$ cat config.mk
export PLATFORM = sky130hd
export DESIGN_NAME = metric_history_ring_flat
export DESIGN_NICKNAME = d
export VERILOG_FILES = /design/src/hw/rtl/mhr_pkg.sv /design/src/hw/rtl/mhr_in_if.sv /design/src/hw/rtl/mhr_out_if.sv /design/src/hw/rtl/metric_history_ring.sv /design/src/hw/rtl/mhr_ram.sv /design/src/hw/rtl/mhr_dp.sv /design/src/hw/rtl/mhr_ctrl.sv /design/src/flat_wrapper.sv
export VERILOG_INCLUDE_DIRS = /design/src /design/src/hw/rtl
export SDC_FILE = /design/constraint.sdc
export NUM_CORES = 2
export LEC_CHECK = 0
export BUFFER_PORTS_ARGS = -buffer_cell sky130_fd_sc_hd__buf_4
export CORE_AREA = 5 5 739 741
export DETAILED_ROUTE_END_ITERATION = 6
export DIE_AREA = 0 0 744 746
export GPL_ROUTABILITY_DRIVEN = 0
export REMOVE_ABC_BUFFERS = 1
export SLEW_MARGIN = 15
export SYNTH_ARGS = -nofsm -noshare
export SYNTH_HDL_FRONTEND = slang
export SYNTH_SLANG_ARGS = --single-unit
$ cat constraint.sdc
create_clock -name i_clk -period 11.8 [get_ports i_clk]
set_clock_uncertainty 0.1 [all_clocks]
set_input_delay 1.77 -clock i_clk [delete_from_list [all_inputs] [get_ports i_clk]]
set_output_delay 1.77 -clock i_clk [all_outputs]
set_load 0.05 [all_outputs]
$ cat src/hw/rtl/metric_history_ring_macros.svh
// Assertion macros shared by the metric history ring RTL.
// No dependencies; included by the modules that carry assertions.
`ifndef METRIC_HISTORY_RING_MACROS_SVH
`define METRIC_HISTORY_RING_MACROS_SVH

// Same-cycle implication, disabled while reset is low.
`define MHR_ASSERT_IMPL(label, clk, rst_n, ante, cons, msg) \
    label: assert property (@(posedge clk) disable iff (!rst_n) (ante) |-> (cons)) \
        else $error(msg);

// Next-cycle implication, disabled while reset is low.
`define MHR_ASSERT_NEXT(label, clk, rst_n, ante, cons, msg) \
    label: assert property (@(posedge clk) disable iff (!rst_n) (ante) |=> (cons)) \
        else $error(msg);

`endif

$ cat src/hw/rtl/mhr_pkg.sv
// Package for the metric history ring: sizes, command codes, point and control types.
// No dependencies; used by the interfaces, the top, the controller and the datapath.
package mhr_pkg;

    localparam int CAPACITY   = 32;
    localparam int IDX_W      = $clog2(CAPACITY);
    localparam int CNT_W      = $clog2(CAPACITY + 1);

    localparam int CMD_W      = 2;
    localparam int TIME_W     = 48;
    localparam int RAW_W      = 16;
    localparam int PCT_W      = 15;
    localparam int LOAD_W     = 16;
    localparam int CORE_W     = 8;
    localparam int WIN_W      = 16;

    localparam int LOAD_SCALE = 100;
    localparam int MS_PER_S   = 1000;
    localparam int DIV_W      = LOAD_W + 7;
    localparam int DIV_CNT_W  = $clog2(DIV_W);
    localparam int SPAN_W     = WIN_W + 10;

    localparam logic [PCT_W-1:0] PCT_FULL = PCT_W'(25600);

    typedef enum logic [CMD_W-1:0] {
        CMD_APPEND = 2'd0,
        CMD_CLEAR  = 2'd1,
        CMD_QUERY  = 2'd2
    } t_cmd;

    typedef struct packed {
        logic [CMD_W-1:0]         command;
        logic [TIME_W-1:0]        sample_time;
        logic                     sample_time_valid;
        logic [TIME_W-1:0]        now_time;
        logic                     cpu_ready;
        logic signed [RAW_W-1:0]  cpu_in;
        logic signed [RAW_W-1:0]  memory_in;
        logic signed [RAW_W-1:0]  disk_in;
        logic [LOAD_W-1:0]        load_avg;
        logic [CORE_W-1:0]        core_count;
        logic [WIN_W-1:0]         window_secs;
    } t_in_item;

    typedef struct packed {
        logic [TIME_W-1:0] stamp;
        logic              cpu_valid;
        logic [PCT_W-1:0]  cpu;
        logic [PCT_W-1:0]  memory;
        logic [PCT_W-1:0]  load;
        logic [PCT_W-1:0]  disk;
    } t_point;

    typedef struct packed {
        logic accept;
        logic clear;
        logic div_step;
        logic write;
        logic rd_newest;
        logic set_cutoff;
        logic rd_walk;
        logic walk_next;
        logic emit;
    } t_ctl_cmd;

    typedef struct packed {
        logic [CMD_W-1:0] in_cmd;
        logic             empty;
        logic             div_done;
        logic             hit;
        logic             walk_end;
        logic             out_free;
    } t_ctl_sts;

    function automatic logic [PCT_W-1:0] clamp_pct(input logic signed [RAW_W-1:0] v);
        logic [PCT_W-1:0] res;
        if (v[RAW_W-1]) begin
            res = '0;
        end else if (v[RAW_W-2:0] > PCT_FULL) begin
            res = PCT_FULL;
        end else begin
            res = v[RAW_W-2:0];
        end
        return res;
    endfunction

    function automatic logic [IDX_W-1:0] idx_wrap(input logic [IDX_W:0] s);
        logic [IDX_W-1:0] res;
        if (s >= (IDX_W+1)'(CAPACITY)) begin
            res = IDX_W'(s - (IDX_W+1)'(CAPACITY));
        end else begin
            res = s[IDX_W-1:0];
        end
        return res;
    endfunction

endpackage

$ cat src/hw/rtl/mhr_in_if.sv
// Input channel of the metric history ring: valid/ready plus command fields.
// Depends on mhr_pkg.
interface mhr_in_if;
    import mhr_pkg::*;

    logic                     valid;
    logic                     ready;
    logic [CMD_W-1:0]         command;
    logic [TIME_W-1:0]        sample_time;
    logic                     sample_time_valid;
    logic [TIME_W-1:0]        now_time;
    logic                     cpu_ready;
    logic signed [RAW_W-1:0]  cpu_in;
    logic signed [RAW_W-1:0]  memory_in;
    logic signed [RAW_W-1:0]  disk_in;
    logic [LOAD_W-1:0]        load_avg;
    logic [CORE_W-1:0]        core_count;
    logic [WIN_W-1:0]         window_secs;

    modport source (
        output valid, command, sample_time, sample_time_valid, now_time, cpu_ready,
               cpu_in, memory_in, disk_in, load_avg, core_count, window_secs,
        input  ready
    );

    modport sink (
        input  valid, command, sample_time, sample_time_valid, now_time, cpu_ready,
               cpu_in, memory_in, disk_in, load_avg, core_count, window_secs,
        output ready
    );
endinterface

$ cat src/hw/rtl/mhr_out_if.sv
// Output channel of the metric history ring: valid/ready plus one stored point.
// Depends on mhr_pkg.
interface mhr_out_if;
    import mhr_pkg::*;

    logic              valid;
    logic              ready;
    logic [TIME_W-1:0] point_time;
    logic              point_cpu_valid;
    logic [PCT_W-1:0]  point_cpu;
    logic [PCT_W-1:0]  point_memory;
    logic [PCT_W-1:0]  point_load;
    logic [PCT_W-1:0]  point_disk;
    logic              last;

    modport source (
        output valid, point_time, point_cpu_valid, point_cpu, point_memory,
               point_load, point_disk, last,
        input  ready
    );

    modport sink (
        input  valid, point_time, point_cpu_valid, point_cpu, point_memory,
               point_load, point_disk, last,
        output ready
    );
endinterface

$ cat src/hw/rtl/metric_history_ring.sv
// Metric history ring: keeps the last 32 telemetry points (oldest overwritten
// once full). One transaction is handled at a time. An append captures the item,
// runs the bit-serial load divider (23 quotient bits), then writes the point;
// a clear, an unused command or a query of an empty ring ends on acceptance;
// any other query reads the newest entry to set the cutoff, then walks the
// stored entries, each a registered read of the single point RAM followed by a
// cutoff compare; a hit waits while the result side stalls. The output register
// lets the next transaction be taken while the last result waits to be collected.
// Depends on mhr_pkg, mhr_in_if, mhr_out_if, mhr_ctrl and mhr_dp.
module metric_history_ring (
    input  logic   i_clk,
    input  logic   i_rst_n,
    mhr_in_if.sink    i_in,
    mhr_out_if.source o_out
);
    import mhr_pkg::*;

    t_ctl_cmd ctl_cmd;
    t_ctl_sts ctl_sts;
    t_in_item item;
    t_point   point;
    logic     out_valid;
    logic     out_last;
    logic     in_ready;

    assign item.command           = i_in.command;
    assign item.sample_time       = i_in.sample_time;
    assign item.sample_time_valid = i_in.sample_time_valid;
    assign item.now_time          = i_in.now_time;
    assign item.cpu_ready         = i_in.cpu_ready;
    assign item.cpu_in            = i_in.cpu_in;
    assign item.memory_in         = i_in.memory_in;
    assign item.disk_in           = i_in.disk_in;
    assign item.load_avg          = i_in.load_avg;
    assign item.core_count        = i_in.core_count;
    assign item.window_secs       = i_in.window_secs;

    mhr_ctrl u_ctrl (
        .i_clk      (i_clk),
        .i_rst_n    (i_rst_n),
        .i_in_valid (i_in.valid),
        .o_in_ready (in_ready),
        .i_sts      (ctl_sts),
        .o_cmd      (ctl_cmd)
    );

    mhr_dp u_dp (
        .i_clk       (i_clk),
        .i_rst_n     (i_rst_n),
        .i_cmd       (ctl_cmd),
        .o_sts       (ctl_sts),
        .i_item      (item),
        .o_out_valid (out_valid),
        .i_out_ready (o_out.ready),
        .o_point     (point),
        .o_last      (out_last)
    );

    assign i_in.ready            = in_ready;
    assign o_out.valid           = out_valid;
    assign o_out.point_time      = point.stamp;
    assign o_out.point_cpu_valid = point.cpu_valid;
    assign o_out.point_cpu       = point.cpu;
    assign o_out.point_memory    = point.memory;
    assign o_out.point_load      = point.load;
    assign o_out.point_disk      = point.disk;
    assign o_out.last            = out_last;
endmodule

$ cat src/hw/rtl/mhr_ram.sv
// Generic simple dual-port RAM, one write and one registered read port.
// No dependencies.
module mhr_ram #(
    parameter int WIDTH = 8,
    parameter int DEPTH = 32,
    localparam int AW = $clog2(DEPTH)
) (
    input  logic             i_clk,
    input  logic             i_we,
    input  logic [AW-1:0]    i_waddr,
    input  logic [WIDTH-1:0] i_wdata,
    input  logic             i_re,
    input  logic [AW-1:0]    i_raddr,
    output logic [WIDTH-1:0] o_rdata
);
    logic [WIDTH-1:0] r_mem [DEPTH];
    logic [WIDTH-1:0] r_rdata;

    always_ff @(posedge i_clk) begin
        if (i_we) begin
            r_mem[i_waddr] <= i_wdata;
        end
        if (i_re) begin
            r_rdata <= r_mem[i_raddr];
        end
    end

    assign o_rdata = r_rdata;
endmodule

$ cat src/hw/rtl/mhr_dp.sv
// Datapath of the metric history ring: ring pointers, point RAM, load divider,
// query cutoff and output register. Depends on mhr_pkg, mhr_ram and the macros header.
`include "metric_history_ring_macros.svh"

module mhr_dp (
    input  logic              i_clk,
    input  logic              i_rst_n,
    input  mhr_pkg::t_ctl_cmd i_cmd,
    output mhr_pkg::t_ctl_sts o_sts,
    input  mhr_pkg::t_in_item i_item,
    output logic              o_out_valid,
    input  logic              i_out_ready,
    output mhr_pkg::t_point   o_point,
    output logic              o_last
);
    import mhr_pkg::*;

    logic [IDX_W-1:0]     r_oldest;
    logic [CNT_W-1:0]     r_count;

    logic [TIME_W-1:0]    r_stamp;
    logic                 r_cpu_valid;
    logic [PCT_W-1:0]     r_cpu;
    logic [PCT_W-1:0]     r_mem;
    logic [PCT_W-1:0]     r_disk;
    logic [SPAN_W-1:0]    r_span;

    logic [CORE_W-1:0]    r_divisor;
    logic [DIV_W-1:0]     r_quo;
    logic [CORE_W-1:0]    r_rem;
    logic [DIV_CNT_W-1:0] r_div_cnt;

    logic [TIME_W-1:0]    r_cutoff;
    logic [IDX_W-1:0]     r_walk_slot;
    logic [CNT_W-1:0]     r_walk_k;

    logic                 r_out_valid;
    t_point               r_out_point;
    logic                 r_out_last;

    logic [CORE_W:0]      rem_sh;
    logic                 rem_ge;
    logic [CORE_W-1:0]    n_rem;
    logic [DIV_W-1:0]     n_quo;
    logic [PCT_W-1:0]     load_pct;
    logic                 full;
    logic [IDX_W-1:0]     slot_app;
    logic [IDX_W-1:0]     slot_newest;
    logic [IDX_W-1:0]     oldest_inc;
    logic [IDX_W-1:0]     walk_inc;
    logic [WIN_W-1:0]     win_eff;
    logic [TIME_W-1:0]    span_t;
    logic [TIME_W-1:0]    n_cutoff;
    t_point               wdata;
    t_point               rdata;
    logic [$bits(t_point)-1:0] rdata_raw;
    logic                 out_free;

    // restoring divide, one quotient bit per cycle
    assign rem_sh   = {r_rem, r_quo[DIV_W-1]};
    assign rem_ge   = rem_sh >= {1'b0, r_divisor};
    assign n_rem    = rem_ge ? CORE_W'(rem_sh - {1'b0, r_divisor}) : rem_sh[CORE_W-1:0];
    assign n_quo    = {r_quo[DIV_W-2:0], rem_ge};
    assign load_pct = (r_quo > DIV_W'(PCT_FULL)) ? PCT_FULL : r_quo[PCT_W-1:0];

    assign full        = r_count == CNT_W'(CAPACITY);
    assign slot_app    = idx_wrap({1'b0, r_oldest} + {1'b0, r_count[IDX_W-1:0]});
    assign slot_newest = idx_wrap({1'b0, r_oldest} + {1'b0, IDX_W'(r_count - 1'b1)});
    assign oldest_inc  = idx_wrap({1'b0, r_oldest} + (IDX_W+1)'(1));
    assign walk_inc    = idx_wrap({1'b0, r_walk_slot} + (IDX_W+1)'(1));

    assign win_eff  = (i_item.window_secs == '0) ? WIN_W'(1) : i_item.window_secs;
    assign span_t   = TIME_W'(r_span);
    assign n_cutoff = (rdata.stamp > span_t) ? rdata.stamp - span_t : '0;

    assign wdata.stamp     = r_stamp;
    assign wdata.cpu_valid = r_cpu_valid;
    assign wdata.cpu       = r_cpu;
    assign wdata.memory    = r_mem;
    assign wdata.load      = load_pct;
    assign wdata.disk      = r_disk;

    mhr_ram #(
        .WIDTH ($bits(t_point)),
        .DEPTH (CAPACITY)
    ) u_ram (
        .i_clk   (i_clk),
        .i_we    (i_cmd.write),
        .i_waddr (full ? r_oldest : slot_app),
        .i_wdata (wdata),
        .i_re    (i_cmd.rd_newest | i_cmd.rd_walk),
        .i_raddr (i_cmd.rd_newest ? slot_newest : r_walk_slot),
        .o_rdata (rdata_raw)
    );

    assign rdata    = t_point'(rdata_raw);
    assign out_free = !r_out_valid || i_out_ready;

    always_ff @(posedge i_clk) begin
        if (!i_rst_n) begin
            r_oldest    <= '0;
            r_count     <= '0;
            r_out_valid <= 1'b0;
        end else begin
            if (i_cmd.clear) begin
                r_oldest <= '0;
                r_count  <= '0;
            end else if (i_cmd.write) begin
                if (full) begin
                    r_oldest <= oldest_inc;
                end else begin
                    r_count <= r_count + 1'b1;
                end
            end
            if (i_cmd.emit) begin
                r_out_valid <= 1'b1;
            end else if (i_out_ready) begin
                r_out_valid <= 1'b0;
            end
        end
    end

    always_ff @(posedge i_clk) begin
        if (i_cmd.accept) begin
            r_stamp     <= i_item.sample_time_valid ? i_item.sample_time : i_item.now_time;
            r_cpu_valid <= i_item.cpu_ready;
            r_cpu       <= clamp_pct(i_item.cpu_in);
            r_mem       <= clamp_pct(i_item.memory_in);
            r_disk      <= clamp_pct(i_item.disk_in);
            r_span      <= SPAN_W'(win_eff) * SPAN_W'(MS_PER_S);
            r_divisor   <= (i_item.core_count == '0) ? CORE_W'(1) : i_item.core_count;
            r_quo       <= DIV_W'(i_item.load_avg) * DIV_W'(LOAD_SCALE);
            r_rem       <= '0;
            r_div_cnt   <= '0;
        end else if (i_cmd.div_step) begin
            r_quo     <= n_quo;
            r_rem     <= n_rem;
            r_div_cnt <= r_div_cnt + 1'b1;
        end
        if (i_cmd.set_cutoff) begin
            r_cutoff <= n_cutoff;
        end
        if (i_cmd.rd_newest) begin
            r_walk_slot <= r_oldest;
            r_walk_k    <= '0;
        end else if (i_cmd.walk_next) begin
            r_walk_slot <= walk_inc;
            r_walk_k    <= r_walk_k + 1'b1;
        end
        if (i_cmd.emit) begin
            r_out_point <= rdata;
            r_out_last  <= o_sts.walk_end;
        end
    end

    assign o_sts.in_cmd   = i_item.command;
    assign o_sts.empty    = r_count == '0;
    assign o_sts.div_done = r_div_cnt == DIV_CNT_W'(DIV_W - 1);
    assign o_sts.hit      = rdata.stamp >= r_cutoff;
    // newest point always passes the cutoff, so the final entry ends the query
    assign o_sts.walk_end = r_walk_k == CNT_W'(r_count - 1'b1);
    assign o_sts.out_free = out_free;

    assign o_out_valid = r_out_valid;
    assign o_point     = r_out_point;
    assign o_last      = r_out_last;

    `MHR_ASSERT_IMPL(a_count_bound, i_clk, i_rst_n, 1'b1, r_count <= CNT_W'(CAPACITY), "entry count above capacity")
    `MHR_ASSERT_NEXT(a_clear_empties, i_clk, i_rst_n, i_cmd.clear, r_count == '0 && r_oldest == '0, "clear left ring non-empty")
    `MHR_ASSERT_NEXT(a_emit_shows, i_clk, i_rst_n, i_cmd.emit, r_out_valid, "emitted point not presented")
endmodule

$ cat src/hw/rtl/mhr_ctrl.sv
// Controller of the metric history ring: sequences append, clear and query.
// Depends on mhr_pkg and the macros header.
`include "metric_history_ring_macros.svh"

module mhr_ctrl (
    input  logic              i_clk,
    input  logic              i_rst_n,
    input  logic              i_in_valid,
    output logic              o_in_ready,
    input  mhr_pkg::t_ctl_sts i_sts,
    output mhr_pkg::t_ctl_cmd o_cmd
);
    import mhr_pkg::*;

    typedef enum logic [6:0] {
        S_IDLE     = 7'b0000001,
        S_DIV      = 7'b0000010,
        S_WRITE    = 7'b0000100,
        S_NEWEST   = 7'b0001000,
        S_CUTOFF   = 7'b0010000,
        S_WALK_RD  = 7'b0100000,
        S_WALK_CHK = 7'b1000000
    } t_state;

    t_state r_state;
    t_state n_state;

    always_comb begin
        n_state    = r_state;
        o_cmd      = '0;
        o_in_ready = 1'b0;
        case (r_state)
            S_IDLE: begin
                o_in_ready = 1'b1;
                if (i_in_valid) begin
                    o_cmd.accept = 1'b1;
                    case (i_sts.in_cmd)
                        CMD_APPEND: begin
                            n_state = S_DIV;
                        end
                        CMD_CLEAR: begin
                            o_cmd.clear = 1'b1;
                        end
                        CMD_QUERY: begin
                            if (!i_sts.empty) begin
                                n_state = S_NEWEST;
                            end
                        end
                        default: begin
                        end
                    endcase
                end
            end
            S_DIV: begin
                o_cmd.div_step = 1'b1;
                if (i_sts.div_done) begin
                    n_state = S_WRITE;
                end
            end
            S_WRITE: begin
                o_cmd.write = 1'b1;
                n_state     = S_IDLE;
            end
            S_NEWEST: begin
                o_cmd.rd_newest = 1'b1;
                n_state         = S_CUTOFF;
            end
            S_CUTOFF: begin
                o_cmd.set_cutoff = 1'b1;
                n_state          = S_WALK_RD;
            end
            S_WALK_RD: begin
                o_cmd.rd_walk = 1'b1;
                n_state       = S_WALK_CHK;
            end
            S_WALK_CHK: begin
                if (!i_sts.hit || i_sts.out_free) begin
                    o_cmd.emit = i_sts.hit;
                    if (i_sts.walk_end) begin
                        n_state = S_IDLE;
                    end else begin
                        o_cmd.walk_next = 1'b1;
                        n_state         = S_WALK_RD;
                    end
                end
            end
            default: begin
                n_state = S_IDLE;
            end
        endcase
    end

    always_ff @(posedge i_clk) begin
        if (!i_rst_n) begin
            r_state <= S_IDLE;
        end else begin
            r_state <= n_state;
        end
    end

    `MHR_ASSERT_NEXT(a_append_divides, i_clk, i_rst_n, r_state == S_IDLE && i_in_valid && i_sts.in_cmd == CMD_APPEND, r_state == S_DIV, "append did not start divide")
    `MHR_ASSERT_IMPL(a_write_after_div, i_clk, i_rst_n, r_state == S_WRITE, $past(r_state) == S_DIV, "write without divide")
    `MHR_ASSERT_NEXT(a_stall_holds, i_clk, i_rst_n, r_state == S_WALK_CHK && i_sts.hit && !i_sts.out_free, r_state == S_WALK_CHK, "walk left a stalled hit")
endmodule
$ cat src/flat_wrapper.sv
// flat-port wrapper written by rule: the top's interface ports become plain ports
module metric_history_ring_flat import mhr_pkg::*;
  (i_clk, i_rst_n, i_in_valid, i_in_command, i_in_sample_time, i_in_sample_time_valid, i_in_now_time, i_in_cpu_ready, i_in_cpu_in, i_in_memory_in, i_in_disk_in, i_in_load_avg, i_in_core_count, i_in_window_secs, i_in_ready, o_out_valid, o_out_point_time, o_out_point_cpu_valid, o_out_point_cpu, o_out_point_memory, o_out_point_load, o_out_point_disk, o_out_last, o_out_ready);
  mhr_in_if i_in_i ();
  mhr_out_if o_out_i ();
  input  logic i_clk;
  input  logic i_rst_n;
  input wire logic [$bits(i_in_i.valid)-1:0] i_in_valid;
  input wire logic [$bits(i_in_i.command)-1:0] i_in_command;
  input wire logic [$bits(i_in_i.sample_time)-1:0] i_in_sample_time;
  input wire logic [$bits(i_in_i.sample_time_valid)-1:0] i_in_sample_time_valid;
  input wire logic [$bits(i_in_i.now_time)-1:0] i_in_now_time;
  input wire logic [$bits(i_in_i.cpu_ready)-1:0] i_in_cpu_ready;
  input wire logic [$bits(i_in_i.cpu_in)-1:0] i_in_cpu_in;
  input wire logic [$bits(i_in_i.memory_in)-1:0] i_in_memory_in;
  input wire logic [$bits(i_in_i.disk_in)-1:0] i_in_disk_in;
  input wire logic [$bits(i_in_i.load_avg)-1:0] i_in_load_avg;
  input wire logic [$bits(i_in_i.core_count)-1:0] i_in_core_count;
  input wire logic [$bits(i_in_i.window_secs)-1:0] i_in_window_secs;
  output wire logic [$bits(i_in_i.ready)-1:0] i_in_ready;
  output wire logic [$bits(o_out_i.valid)-1:0] o_out_valid;
  output wire logic [$bits(o_out_i.point_time)-1:0] o_out_point_time;
  output wire logic [$bits(o_out_i.point_cpu_valid)-1:0] o_out_point_cpu_valid;
  output wire logic [$bits(o_out_i.point_cpu)-1:0] o_out_point_cpu;
  output wire logic [$bits(o_out_i.point_memory)-1:0] o_out_point_memory;
  output wire logic [$bits(o_out_i.point_load)-1:0] o_out_point_load;
  output wire logic [$bits(o_out_i.point_disk)-1:0] o_out_point_disk;
  output wire logic [$bits(o_out_i.last)-1:0] o_out_last;
  input wire logic [$bits(o_out_i.ready)-1:0] o_out_ready;
  assign i_in_i.valid = i_in_valid;
  assign i_in_i.command = i_in_command;
  assign i_in_i.sample_time = i_in_sample_time;
  assign i_in_i.sample_time_valid = i_in_sample_time_valid;
  assign i_in_i.now_time = i_in_now_time;
  assign i_in_i.cpu_ready = i_in_cpu_ready;
  assign i_in_i.cpu_in = i_in_cpu_in;
  assign i_in_i.memory_in = i_in_memory_in;
  assign i_in_i.disk_in = i_in_disk_in;
  assign i_in_i.load_avg = i_in_load_avg;
  assign i_in_i.core_count = i_in_core_count;
  assign i_in_i.window_secs = i_in_window_secs;
  assign i_in_ready = i_in_i.ready;
  assign o_out_valid = o_out_i.valid;
  assign o_out_point_time = o_out_i.point_time;
  assign o_out_point_cpu_valid = o_out_i.point_cpu_valid;
  assign o_out_point_cpu = o_out_i.point_cpu;
  assign o_out_point_memory = o_out_i.point_memory;
  assign o_out_point_load = o_out_i.point_load;
  assign o_out_point_disk = o_out_i.point_disk;
  assign o_out_last = o_out_i.last;
  assign o_out_i.ready = o_out_ready;
  metric_history_ring u_core (.i_clk(i_clk), .i_rst_n(i_rst_n), .i_in(i_in_i), .o_out(o_out_i));
endmodule
==> qor.txt <==
drt total wl: 485000 microns
Iter 0 DRT Violations: 12422
DIE HEIGHT: 746 microns
Fin. Hold Viols: 0
top_reg_cell synth: edfxtp_1
Buf+Inv Stages, Crit Path: 5
crit-path max FO: 13
Int Power: 22900 uW
Critical Path Sink Type: flop
initial antenna violation count: 14
all-layer global routing usage: 0.168
total core area: 539000 sq um
routed len/inst: 24.8 microns
Ports: 304
status: finished clean
P_sw: 6520 uW
Setup TNS Final: 0 ns
Pwr Density: 160 nW/um^2
CTS Sinks: 3946
largest net degree at the start of global routing: 178
CTS tree: done
total grt overflow: 0
sequential fraction of the synthesis area: 0.733
Num CTS Buffers: 388
crit path cell chain: buf_4, inv_1, ha_1, and4_1, nand4_1, or3_1, nand2_1, inv_1, fa_1, inv_1, fa_1, fa_1, inv_1, fa_1, ha_1, o21a_1, a2111oi_0, nor3_1, a211oi_1, nor3_1, or3_1, a21oi_1, xnor2_1
Synth area leaders: edfxtp_1 73%, nand2_1 6.8%, nand3_1 2.8%, a31oi_1 1.7%, and3_1 1.7%
mapped cell area: 161000 sq um
fin nets: 12509
H-tree levels: 5
Yosys reg bits: 3946
DP Wirelength: 248000 microns
vias in the first global route: 96916
most frequent cells in the layout: 3906 x edfxtp_1, 2916 x nand2_1, 905 x nand3_1
post-synth top area cell: edfxtp_1
num rows: 270
layout cells sized above 1: 0.0954
Worst VDD drop: 0.108 mV
Die Span X: 744 microns
max_slew headroom: 0.205
synthesis-to-finish area growth: 14.1%
crit share post-route: 0.606
synth unique cells: 71
post-CTS resize count: 0
# port buffers: 303
largest delay contributor family on the critical path: adder cells
Pre-Repair DR Iteration Count: 6
delay of the slowest critical-path stage: 0.64 ns
full die area: 555000 sq um
min Tclk post-route: 7.15 ns
Post-route DRC: 0
post-synthesis cell count: 11910
Clock transition at path regs: 0.07 ns
ys async rst share: 0
CP Launch Type: primary input
Post-synth EDFFs: 3906
leakage: 0.0628 uW
Sw Share: 0.222
Final Util: 0.341
Max Clk Rate: 140 MHz
CTS root buf: clkbuf_16
critical path type: in -> reg
combinational share of power: 0.048
Initial Util: 0.299
clock group share of total power: 0.408
slew of the pin with the lowest slew margin: 1.19 ns
most common cell after layout, fill and taps aside: edfxtp_1
post-DR vias/cell: 5.19
setup violators final: 0
post-CTS setup buffers: 0
Max Buffers Root-to-Sink: 4
vias post-DR: 101503
worst skew pair latency: 1.00 ns
Syn. warnings: 0
Synth top area share: 0.728
hold buffer count at cts: 0
Seq pwr share: 0.544
crit path DAT: 7.77 ns
fin. max-slew vios: 0
Syn Area/Cell: 13.5 sq um
total of max-cap violations: 0
unrepaired setup endpoints after global routing: no
WP data required: 12.42 ns
slowest stage cell, crit path: a2111oi_0
HP Class: reg -> reg
Hold Slack: 0.320 ns
post-route ant nets: 0
first-pass GRT wire length: 695000 microns
[synthesized netlist by cell type, drive strengths merged, types with 59 or more instances]
cell	instances
edfxtp	3906
nand2	2919
nand3	907
clkbuf	613
a31oi	439
and3	439
a211oi	340
inv	251
a311oi	223
ha	208
a21oi	183
o21ai	182
buf	164
nor2	161
mux2i	127
o211ai	115
a32oi	107
fa	67
and2	61
mux2	59
[power groups by stage]
| stage | clock, uW | combinational (uW) | sequential, uW |
|---|---|---|---|
| 4_1_cts | 12200 | 1430 | 16000 |
| 3_5_place_dp | 0 | 1410 | 16300 |
| 2_1_floorplan | 0 | 1050 | 16100 |
| 5_1_grt | 12800 | 1610 | 16000 |
| 6_report | 12000 | 1410 | 16000 |
| 3_3_place_gp | 0 | 1410 | 16300 |
[cells by family (layout without fill, tap and decap cells)]
group / Yosys count / after routing / synth area share
AOI/OAI and AO/OA: 1711 / 1711 / 0.0737
xor gates and xnor gates: 82 / 82 / 0.00446
adders and majority gates: 275 / 275 / 0.0245
buffers and inverters: 1029 / 1467 / 0.0250
DFF: 3946 / 3946 / 0.733
muxes: 187 / 187 / 0.0122
other: 0 / 5 / 0
and+or+nand+nor: 4680 / 4680 / 0.127
[metal layers]
| layer | global-route usage | vias to the layer above | part of all wire |
|---|---|---|---|
| met4 | 0.0456 | 0 | 0.027 |
| met3 | 0.0257 | 701 | 0.083 |
| met2 | 0.270 | 4401 | 0.46 |
| met5 | 0 | - | 0 |
| li1 | - | 44787 | - |
| met1 | 0.236 | 51614 | 0.43 |
[cell type report]
| class | count | area [sq um] |
|---|---|---|
| diodes | 5 | 12.5 |
| clock buffers | 478 | 10300 |
| clock inverters | 218 | 1730 |
| fillers | 51821 | 355000 |
| inverters | 252 | 953 |
| multi-input cells | 6935 | 39400 |
| flip-flops and latches | 3946 | 118000 |
| well taps | 7208 | 9020 |
| repair buffers | 519 | 4300 |
[final timing paths]
check / slack [ns] / to / depth (start not counted) / from
hold reg to reg: 0.32 / u_core.u_dp.o_point[15]$_DFFE_PP_ / 0 / u_core.u_dp.u_ram.o_rdata[15]$_DFFE_PP_
setup / recovery: 4.65 / u_core.u_dp.r_span[24]$_DFFE_PP_ / 23 / i_in_window_secs[14]
setup reg to reg: 5.07 / u_core.u_dp.u_ram.o_rdata[19]$_DFFE_PP_ / 13 / u_core.u_dp.r_count[0]$_SDFFE_PP0P_
hold / removal: 0.32 / u_core.u_dp.o_point[15]$_DFFE_PP_ / 0 / u_core.u_dp.u_ram.o_rdata[15]$_DFFE_PP_
[state kept, by name, indices dropped and copies added (netlist names), 23 cells and up]
register,flops
u_core.u_dp.o_point,109
u_core.u_dp.r_stamp,48
u_core.u_dp.r_cutoff,48
u_core.u_dp.u_ram.o_rdata,109
u_core.u_dp.u_ram.r_mem,3488
u_core.u_dp.r_span,23
u_core.u_dp.r_quo,23
[metrics by stage]
| stage | std cells | instance area (sq um) | total power (uW) | worst slack [ns] |
|---|---|---|---|---|
| floorplan | 11133 | 158000 | 17200 | -18.69 |
| global placement | 18859 | 172000 | 17700 | 3.44 |
| detailed placement | 18859 | 172000 | 17700 | 3.64 |
| CTS | 19555 | 184000 | 29600 | 4.65 |
| global route | 19558 | 184000 | 30400 | 4.28 |
| finish | 19561 | 184000 | 29400 | 4.65 |
Note: power is estimated with default switching activity, not from simulation.
